===== config.mk =====
export PLATFORM = sky130hd
export DESIGN_NAME = cubic_bezier_to_quadratics
export DESIGN_NICKNAME = d
export VERILOG_FILES = /design/src/rtl/bcq_pkg.sv /design/src/rtl/bcq_split_cell.sv /design/src/rtl/bcq_emit.sv /design/src/rtl/cubic_bezier_to_quadratics.sv
export SDC_FILE = /design/constraint.sdc
export NUM_CORES = 2
export LEC_CHECK = 0
export BUFFER_PORTS_ARGS = -buffer_cell sky130_fd_sc_hd__buf_2
export CAP_MARGIN = 5
export CORE_AREA = 2 2 415 417
export CTS_CLUSTER_DIAMETER = 50
export DETAILED_ROUTE_END_ITERATION = 10
export DIE_AREA = 0 0 417 419
export GPL_TIMING_DRIVEN = 0
export PLACE_DENSITY = 0.93
export SLEW_MARGIN = 20
export SYNTH_ARGS = -nofsm -noshare
export SYNTH_HDL_FRONTEND = slang
export SYNTH_HIERARCHICAL = 1
export SYNTH_SLANG_ARGS = --single-unit

===== constraint.sdc =====
create_clock -name clk -period 8.3 [get_ports clk]
set_input_delay 0.83 -clock clk [delete_from_list [all_inputs] [get_ports clk]]
set_output_delay 0.83 -clock clk [all_outputs]
set_load 0.1 [all_outputs]

===== src/rtl/bcq_pkg.sv =====
package bcq_pkg;

	localparam int COORD_W          = 24;
	localparam int PIECE_IDX_W      = 4;
	localparam int SPLIT_LEVELS_DEF = 4;

	localparam logic signed [COORD_W-1:0] COORD_MAX = {1'b0, {(COORD_W-1){1'b1}}};
	localparam logic signed [COORD_W-1:0] COORD_MIN = {1'b1, {(COORD_W-1){1'b0}}};

	typedef logic signed [COORD_W-1:0] coord_t;

	typedef struct packed {
		coord_t x;
		coord_t y;
	} point_t;

	typedef struct packed {
		point_t p3;
		point_t p2;
		point_t p1;
		point_t p0;
	} curve_t;

	typedef struct packed {
		coord_t                   start_x;
		coord_t                   start_y;
		coord_t                   ctrl_x;
		coord_t                   ctrl_y;
		coord_t                   end_x;
		coord_t                   end_y;
		logic [PIECE_IDX_W-1:0]   piece_index;
		logic                     last_piece;
	} result_t;

	// (a + b) / 2 rounded toward minus infinity
	function automatic coord_t mid_coord(input coord_t a, input coord_t b);
		logic [COORD_W:0] s;
		s = {a[COORD_W-1], a} + {b[COORD_W-1], b};
		return s[COORD_W:1];
	endfunction

	function automatic point_t mid_point(input point_t a, input point_t b);
		point_t m;
		m.x = mid_coord(a.x, b.x);
		m.y = mid_coord(a.y, b.y);
		return m;
	endfunction

endpackage


===== src/rtl/bcq_split_cell.sv =====
module bcq_split_cell #(
	parameter int IDX_W   = 4,
	parameter int SEL_BIT = 0
) (
	input  logic                 clk,
	input  logic                 arst_n,
	input  logic                 en,
	input  logic                 in_valid,
	input  bcq_pkg::curve_t      in_curve,
	input  logic [IDX_W-1:0]     in_idx,
	output logic                 out_valid,
	output bcq_pkg::curve_t      out_curve,
	output logic [IDX_W-1:0]     out_idx
);
	import bcq_pkg::*;

	point_t m0, m1, m2, q0, q1, s;
	curve_t half;

	always_comb begin
		m0 = mid_point(in_curve.p0, in_curve.p1);
		m1 = mid_point(in_curve.p1, in_curve.p2);
		m2 = mid_point(in_curve.p2, in_curve.p3);
		q0 = mid_point(m0, m1);
		q1 = mid_point(m1, m2);
		s  = mid_point(q0, q1);
		// index bit picks the left or right half at this depth
		if (in_idx[SEL_BIT]) begin
			half.p0 = s;
			half.p1 = q1;
			half.p2 = m2;
			half.p3 = in_curve.p3;
		end else begin
			half.p0 = in_curve.p0;
			half.p1 = m0;
			half.p2 = q0;
			half.p3 = s;
		end
	end

	always_ff @(posedge clk or negedge arst_n) begin
		if (!arst_n) begin
			out_valid <= 1'b0;
		end else if (en) begin
			out_valid <= in_valid;
		end
	end

	always_ff @(posedge clk) begin
		if (en) begin
			out_curve <= half;
			out_idx   <= in_idx;
		end
	end

endmodule


===== src/rtl/bcq_emit.sv =====
module bcq_emit #(
	parameter int                IDX_W    = 4,
	parameter logic [IDX_W-1:0]  IDX_LAST = '1
) (
	input  logic                 clk,
	input  logic                 arst_n,
	input  logic                 en,
	input  logic                 in_valid,
	input  bcq_pkg::curve_t      in_curve,
	input  logic [IDX_W-1:0]     in_idx,
	output logic                 out_valid,
	output bcq_pkg::result_t     out_res
);
	import bcq_pkg::*;

	// (3*(b+c) - (a+d)) / 4, floored, then clamped to the coordinate range
	function automatic coord_t ctrl_coord(input coord_t a, input coord_t b,
	                                      input coord_t c, input coord_t d);
		logic [COORD_W:0]   bc;
		logic [COORD_W:0]   ad;
		logic [COORD_W+2:0] tri3;
		logic [COORD_W+3:0] diff;
		logic [COORD_W+1:0] q;
		coord_t             r;
		bc   = {b[COORD_W-1], b} + {c[COORD_W-1], c};
		ad   = {a[COORD_W-1], a} + {d[COORD_W-1], d};
		tri3 = {bc[COORD_W], bc[COORD_W], bc} + {bc[COORD_W], bc, 1'b0};
		diff = {tri3[COORD_W+2], tri3} - {{3{ad[COORD_W]}}, ad};
		q    = diff[COORD_W+3:2];
		if (q[COORD_W+1:COORD_W-1] == 3'b000 || q[COORD_W+1:COORD_W-1] == 3'b111) begin
			r = q[COORD_W-1:0];
		end else if (q[COORD_W+1]) begin
			r = COORD_MIN;
		end else begin
			r = COORD_MAX;
		end
		return r;
	endfunction

	result_t res;

	always_comb begin
		res.start_x     = in_curve.p0.x;
		res.start_y     = in_curve.p0.y;
		res.ctrl_x      = ctrl_coord(in_curve.p0.x, in_curve.p1.x, in_curve.p2.x,
		                             in_curve.p3.x);
		res.ctrl_y      = ctrl_coord(in_curve.p0.y, in_curve.p1.y, in_curve.p2.y,
		                             in_curve.p3.y);
		res.end_x       = in_curve.p3.x;
		res.end_y       = in_curve.p3.y;
		res.piece_index = PIECE_IDX_W'(in_idx);
		res.last_piece  = (in_idx == IDX_LAST);
	end

	always_ff @(posedge clk or negedge arst_n) begin
		if (!arst_n) begin
			out_valid <= 1'b0;
		end else if (en) begin
			out_valid <= in_valid;
		end
	end

	always_ff @(posedge clk) begin
		if (en) begin
			out_res <= res;
		end
	end

endmodule


===== src/rtl/cubic_bezier_to_quadratics.sv =====
// cubic bezier to quadratic pieces
//
// s side: one word is one cubic curve, four control points p0..p3 in signed
// fixed point. the curve is cut in half at t = 1/2 SPLIT_LEVELS times and every
// piece leaves on the m side as one quadratic: start point, control point
// (3*(p1+p2) - (p0+p3)) / 4 clamped to 24 bits, end point and piece index.
// m_tlast marks the last piece of a curve.
//
// throughput: one piece word per cycle while m_tready does not stall the chain. the
// input holding register replays the curve once per piece, and s_tready rises in
// the cycle its last piece moves on, so curves follow back to back with no gap on
// m. the first piece reaches m_tvalid through the holding register, one register
// per split cell and the output register.
//
// m_tready low while m_tvalid is high freezes the whole chain, pieces are held and none is dropped.
// reset clears the valid flags and the piece counter; nothing else needs it.
module cubic_bezier_to_quadratics #(
	parameter int SPLIT_LEVELS = bcq_pkg::SPLIT_LEVELS_DEF
) (
	input  logic          clk,
	input  logic          arst_n,
	input  logic          s_tvalid,
	output logic          s_tready,
	// p0_x, p0_y, p1_x, p1_y, p2_x, p2_y, p3_x, p3_y (24 bits each)
	input  logic [191:0]  s_tdata,
	output logic          m_tvalid,
	input  logic          m_tready,
	// start_x, start_y, ctrl_x, ctrl_y, end_x, end_y (24 bits each),
	// piece_index (4 bits), 4 bits zero pad
	output logic [151:0]  m_tdata,
	output logic          m_tlast
);
	import bcq_pkg::*;

	localparam int               CNT_W    = (SPLIT_LEVELS > 0) ? SPLIT_LEVELS : 1;
	localparam logic [CNT_W-1:0] CNT_LAST = CNT_W'((1 << SPLIT_LEVELS) - 1);

	// curve held for the duration of its pieces
	curve_t           curve_q;
	logic [CNT_W-1:0] cnt_q;
	logic             busy_q;

	logic             adv;
	logic             s_acc;
	curve_t           in_curve;
	result_t          res;

	// chain of split cells, stage 0 is the holding register
	logic             st_valid [SPLIT_LEVELS+1];
	curve_t           st_curve [SPLIT_LEVELS+1];
	logic [CNT_W-1:0] st_idx   [SPLIT_LEVELS+1];

	// the whole chain moves whenever the output register can take a word
	assign adv      = !m_tvalid || m_tready;
	assign s_tready = !busy_q || (adv && cnt_q == CNT_LAST);
	assign s_acc    = s_tvalid && s_tready;

	always_comb begin
		in_curve.p0.x = s_tdata[23:0];
		in_curve.p0.y = s_tdata[47:24];
		in_curve.p1.x = s_tdata[71:48];
		in_curve.p1.y = s_tdata[95:72];
		in_curve.p2.x = s_tdata[119:96];
		in_curve.p2.y = s_tdata[143:120];
		in_curve.p3.x = s_tdata[167:144];
		in_curve.p3.y = s_tdata[191:168];
	end

	always_ff @(posedge clk or negedge arst_n) begin
		if (!arst_n) begin
			busy_q <= 1'b0;
			cnt_q  <= '0;
		end else if (s_acc) begin
			busy_q <= 1'b1;
			cnt_q  <= '0;
		end else if (adv && busy_q) begin
			// last piece gone, nothing new waiting
			if (cnt_q == CNT_LAST) begin
				busy_q <= 1'b0;
			end
			cnt_q <= cnt_q + CNT_W'(1);
		end
	end

	always_ff @(posedge clk) begin
		if (s_acc) begin
			curve_q <= in_curve;
		end
	end

	assign st_valid[0] = busy_q;
	assign st_curve[0] = curve_q;
	assign st_idx[0]   = cnt_q;

	// cell k halves the curve and keeps the half named by index bit
	// SPLIT_LEVELS-1-k, so the msb picks the half at the first split
	for (genvar k = 0; k < SPLIT_LEVELS; k++) begin : g_cell
		bcq_split_cell #(
			.IDX_W   (CNT_W),
			.SEL_BIT (SPLIT_LEVELS - 1 - k)
		) u_cell (
			.clk       (clk),
			.arst_n    (arst_n),
			.en        (adv),
			.in_valid  (st_valid[k]),
			.in_curve  (st_curve[k]),
			.in_idx    (st_idx[k]),
			.out_valid (st_valid[k+1]),
			.out_curve (st_curve[k+1]),
			.out_idx   (st_idx[k+1])
		);
	end

	// control point, clamp and output register
	bcq_emit #(
		.IDX_W    (CNT_W),
		.IDX_LAST (CNT_LAST)
	) u_emit (
		.clk       (clk),
		.arst_n    (arst_n),
		.en        (adv),
		.in_valid  (st_valid[SPLIT_LEVELS]),
		.in_curve  (st_curve[SPLIT_LEVELS]),
		.in_idx    (st_idx[SPLIT_LEVELS]),
		.out_valid (m_tvalid),
		.out_res   (res)
	);

	assign m_tdata = {4'b0000, res.piece_index, res.end_y, res.end_x,
	                  res.ctrl_y, res.ctrl_x, res.start_y, res.start_x};
	assign m_tlast = res.last_piece;

endmodule


Word level (Yosys, flattened, before mapping) --
Cells that the tools add are included.
Operators by class: add/sub/neg operators 57, multipliers 0, divide/modulo/power cells 0, magnitude comparators 0, equal/unequal tests 4, shift-type cells 0, mux-type cells 13, bitwise gates (word level) 0, reductions and logical operators 14
Operators by type and width (count):
- $add A24 B24 Y25 | 52
- $mux W192 | 4
- $mux W24 | 4
- $sub A27 B25 Y28 | 2
- $add A25 B26 Y27 | 2
- $eq A4 B4 Y1 const B | 2
- $mux W4 | 2
- $eq A3 B3 Y1 const B | 2
- $logic_not A3 Y1 | 2
- $add A4 B1 Y4 const B | 1
- $logic_or A1 B1 Y1 | 4
- $reduce_bool A2 Y1 | 2
- $logic_and A1 B1 Y1 | 3
- $mux W1 | 3
- $logic_not A1 Y1 | 2
- $reduce_and A2 Y1 | 1
Word-level totals: bits in registers 1135, bits in latches 0, bits in writable memories 0, memory bits (read-only) 0, output and inout bits 155, word-level logic and storage cells 147, memories 0

Depth between registers and ports, before layout --
word-level depth 7, depth in mapped cells 33

Modules after synthesis --
The synthesis kept the hierarchy.
Modules (own cells, without submodules):
- bcq_split_cell at g_cell[1].u_cell | times used 1, cells an instance 2531, area each 22567.9 um^2, sequential area each 5910.7 um^2
- bcq_split_cell at g_cell[0].u_cell | times used 1, cells an instance 2450, area each 22405.2 um^2, sequential area each 5910.7 um^2
- bcq_split_cell at g_cell[3].u_cell | times used 1, cells an instance 2535, area each 22332.7 um^2, sequential area each 5910.7 um^2
- bcq_split_cell at g_cell[2].u_cell | times used 1, cells an instance 2505, area each 22281.4 um^2, sequential area each 5910.7 um^2
- bcq_emit | times used 1, cells an instance 1197, area each 12773.5 um^2, sequential area each 4499.3 um^2
- cubic_bezier_to_quadratics | times used 1, cells an instance 229, area each 6118.4 um^2, sequential area each 5890.6 um^2

Worst setup path before layout --
Ideal clock, no wire load.
path type reg2reg, start register u_emit.out_valid, end register cnt_q[3], arrival time 7.778 ns, data required time 8.128 ns, setup slack 0.350 ns, cell stages (with the launch flop) 5, buffers on the path 0, clock period less this slack 7.950 ns, path through dfrtp_1 -> nor2b_4 -> inv_4 -> and3_4 -> a221oi_2
On the way: cells in the longest elaborated chain, start to end 6
RTL lines:
- start: declaration | RTL line bcq_emit.sv:11 | output logic out_valid,
- start signal: assignment | RTL line bcq_emit.sv:59 | out_valid <= in_valid;
- $logic_not A1 Y1 (*) | RTL line cubic_bezier_to_quadratics.sv:54 | assign adv = !m_tvalid || m_tready;
- $logic_or A1 B1 Y1 (*) | RTL line cubic_bezier_to_quadratics.sv:54
- net adv | RTL line cubic_bezier_to_quadratics.sv:43 | logic adv;
- $logic_and A1 B1 Y1 | RTL line cubic_bezier_to_quadratics.sv:55 | assign s_tready = !busy_q || (adv && cnt_q == CNT_LAST);
- $logic_or A1 B1 Y1 | RTL line cubic_bezier_to_quadratics.sv:55
- $logic_and A1 B1 Y1 | RTL line cubic_bezier_to_quadratics.sv:56 | assign s_acc = s_tvalid && s_tready;
- $mux W4 or $reduce_bool A2 Y1 (tied branches)
- end signal: assignment | RTL line cubic_bezier_to_quadratics.sv:81 | cnt_q <= cnt_q + CNT_W'(1);
- end: declaration | RTL line cubic_bezier_to_quadratics.sv:40 | logic [CNT_W-1:0] cnt_q;
The timed path passes the listed nets; every way through them passes the cells marked *. A chain may end at the register's enable or synchronous reset.

==> key figures <==
Timing
  • Post-route minimum period: 7.91 ns
  • Final worst setup slack: 0.392 ns
  • Worst-case clock skew: 0.0290 ns
  • RSZ-0062 raised after global routing: false
  • Post-Route Setup TNS: 0 ns
  • Max Clock Freq: 126 MHz
  • Final Cycle Share: 0.953
  • Hold Vio Cnt, Final: 0
  • Worst-margin pin slew: 1.31 ns
  • Final setup viols: 0
  • Slew Limit Fails: 0
  • Relative slew slack: 0.128

Logic synthesis
  • Most frequently used cell type in the post-synthesis netlist: ha_1
  • Post-synth EDFFs: 1125
  • Leading area contributor after synthesis: edfxtp_1
  • Synthesized area: 108000 um2
  • Async set-or-reset flop fraction in the synthesized netlist: 0.00881
  • Synth warn: 6
  • Main area contributors after synthesis: edfxtp_1 31%, ha_1 14%, xnor2_1 5.7%
  • Most frequent cells after synthesis: 1211 x ha_1, 1125 x edfxtp_1, 1038 x nand2_1
  • Sequential element share of the synthesized area: 0.314
  • Yosys top cell area share: 0.311
  • #FFs+latches synth: 1135
  • Count of cell types in the netlist: 157
  • Post-Syn Instances: 11447
  • Main synth FF type: edfxtp_1
  • Syn avg cell area: 9.48 um2

Setup path
  • Worst Setup Path Type: reg -> reg
  • CP max-delay cell: a211oi_1
  • CP max stage delay: 0.81 ns
  • CP Capture Type: flop
  • Crit path max fanout: 10
  • Crit path arrival time: 8.41 ns
  • Startpoint types: flop
  • Critical Path RT: 8.80 ns
  • Most used cell, CP: fa_1

Floorplan
  • Core area: 171000 um2
  • Die width: 417 um
  • IO Count: 351
  • # rows: 152
  • Initial core utilization: 0.636
  • Die area: 175000 um2
  • Die Height: 419 um

Cells and area
  • Multi-input logic area: 71200 um2
  • Final Util: 0.689
  • Synth-to-Final Area Change: 8.32%
  • # nets final: 13493
  • Fillers: 12661
  • Final instance area: 118000 um2
  • Share of layout cells above drive strength 1: 0.0974
  • Register Area: 34000 um2

GRT
  • Grt ovf: 0
  • First-pass GRT wire length: 496000 um
  • Antenna violations before repair: 2
  • Pin count of the biggest net entering global routing: 175
  • Number of global-route vias before repair: 91002
  • GRT Util Overall: 0.361

Routing
  • Antenna-violating nets left: 0
  • Vias/cell: 6.53
  • Total wire length: 325000 um
  • Iter 0 DRT Violations: 8145
  • DRC viols: 0
  • DR vias: 93210
  • Drt pass-1 iters: 7
  • Routed len/inst: 22.8 um

Placed design
  • Post-DP Area: 113000 um2
  • Port-buffer cells: 346
  • Setup WS pre-CTS: 0.409 ns
  • Detail Placement HPWL: 267000 um
  • GPL Wtd Cong: 1.02

Clock tree
  • CTS Buf Count: 131
  • TritonCTS clock tree: built
  • Worst-path clk slew: 0.06 ns
  • H-Tree Depth: 4
  • Clk_lat worst skew: 0.81 ns
  • CTS max path bufs: 3
  • Clk sinks: 1135
  • Clk Tree Root Cell: clkbuf_16

Job
  • Max cap viols: 0

Outcome
  • Status: finished clean

Min path
  • Hold crit path type: in -> reg
critical path: cells and delay by family, from the launching register on:
kind | cells | cell delay [ns]
compound gates | 11 | 3.33
buf+inv | 3 | 0.64
mux | 1 | 0.24
fa+ha+maj | 5 | 2.01
simple gates | 4 | 0.73
xor+xnor | 1 | 0.29
flops | 1 | 0.34
what timing repair did:
action,in CTS,in global routing
endpoints found under the setup margin,0,3
hold endpoints to repair,10,0
hold buffers,1,0
buffers inserted,0,0
gates resized for setup,0,4
state kept, by name, summed over array words and instances (netlist names):
| signal | count |
|---|---|
| busy_q | 1 |
| cnt_q | 4 |
| curve_q | 192 |
| g_cell.u_cell/out_curve | 768 |
| g_cell.u_cell/out_idx | 16 |
| g_cell.u_cell/out_valid | 4 |
| u_emit/out_res | 149 |
| u_emit/out_valid | 1 |
final timing paths:
check	from	end	slack, ns	cells past startpoint
min in group asynchronous	arst_n	g_cell[2].u_cell/out_valid$_DFFE_PN0P_	0.40	2
max	g_cell[3].u_cell/out_curve[96]$_DFFE_PP_	u_emit/out_res[54]$_DFFE_PP_	0.39	25
max in group asynchronous	arst_n	cnt_q[3]$_DFFE_PN0P_	7.70	2
min reg2reg	g_cell[2].u_cell/out_idx[3]$_DFFE_PP_	g_cell[3].u_cell/out_idx[3]$_DFFE_PP_	0.42	0
min	s_tdata[131]	curve_q[107]$_DFFE_PP_	0.18	1
max reg2reg	g_cell[3].u_cell/out_curve[96]$_DFFE_PP_	u_emit/out_res[54]$_DFFE_PP_	0.39	25
routing by layer:
layer,track usage,vias up,share of wire,wire length [um]
met3,0.0418,790,0.069,22600
met5,0,-,0,0
met4,0.174,0,0.052,16800
met1,0.461,44348,0.41,133000
met2,0.612,4254,0.47,153000
li1,-,43818,-,-
layout make-up:
type / count / share of cell area
diodes: 2 / 0.0000426
plain buffers: 240 / 0.00850
clock buffers: 160 / 0.0294
clock inverters: 72 / 0.00646
inverters: 608 / 0.0196
multi-input cells: 9467 / 0.606
flip-flops and latches: 1135 / 0.290
well taps: 2233 / 0.0238
repair buffers: 355 / 0.0167
metrics by stage:
stage,hold slack (ns),std cells
2_1_floorplan,0.400,11450
3_3_place_gp,0.402,14029
3_5_place_dp,0.405,14037
4_1_cts,0.133,14270
5_1_grt,0.156,14270
6_report,0.181,14272
layout by cell type, fill, tap and decap left out, types with 106 or more instances in the layout:
master,synthesis,final
ha_1,1211,1211
edfxtp_1,1125,1125
nand2_1,1038,1038
a21oi_1,872,872
o21ai_0,765,764
nor2_1,724,724
xnor2_1,701,701
inv_1,606,606
a21o_1,395,395
buf_2,11,358
xor2_1,342,342
mux2_2,297,297
nand3_1,232,232
nor3_1,223,223
clkbuf_1,188,210
o21a_1,197,197
nand2b_1,165,165
fa_1,148,148
clkbuf_16,0,134
nor2b_1,120,120
and3_1,116,116
a31oi_1,114,114
o211ai_1,112,112
and2_1,111,110
a211oi_1,106,106
cells by family after synthesis:
| logic type | count (synthesis) | synth area share |
|---|---|---|
| mux | 340 | 0.0348 |
| fa+ha+maj | 1359 | 0.167 |
| xor+xnor | 1103 | 0.0963 |
| simple gates | 3181 | 0.142 |
| buf+inv | 848 | 0.0302 |
| compound gates | 3480 | 0.216 |
| other cells | 1 | 0.0000346 |
| flops | 1135 | 0.314 |
Power is not shown: default switching activity piles up to over one toggle a cycle in this logic, so the estimate is an artifact.
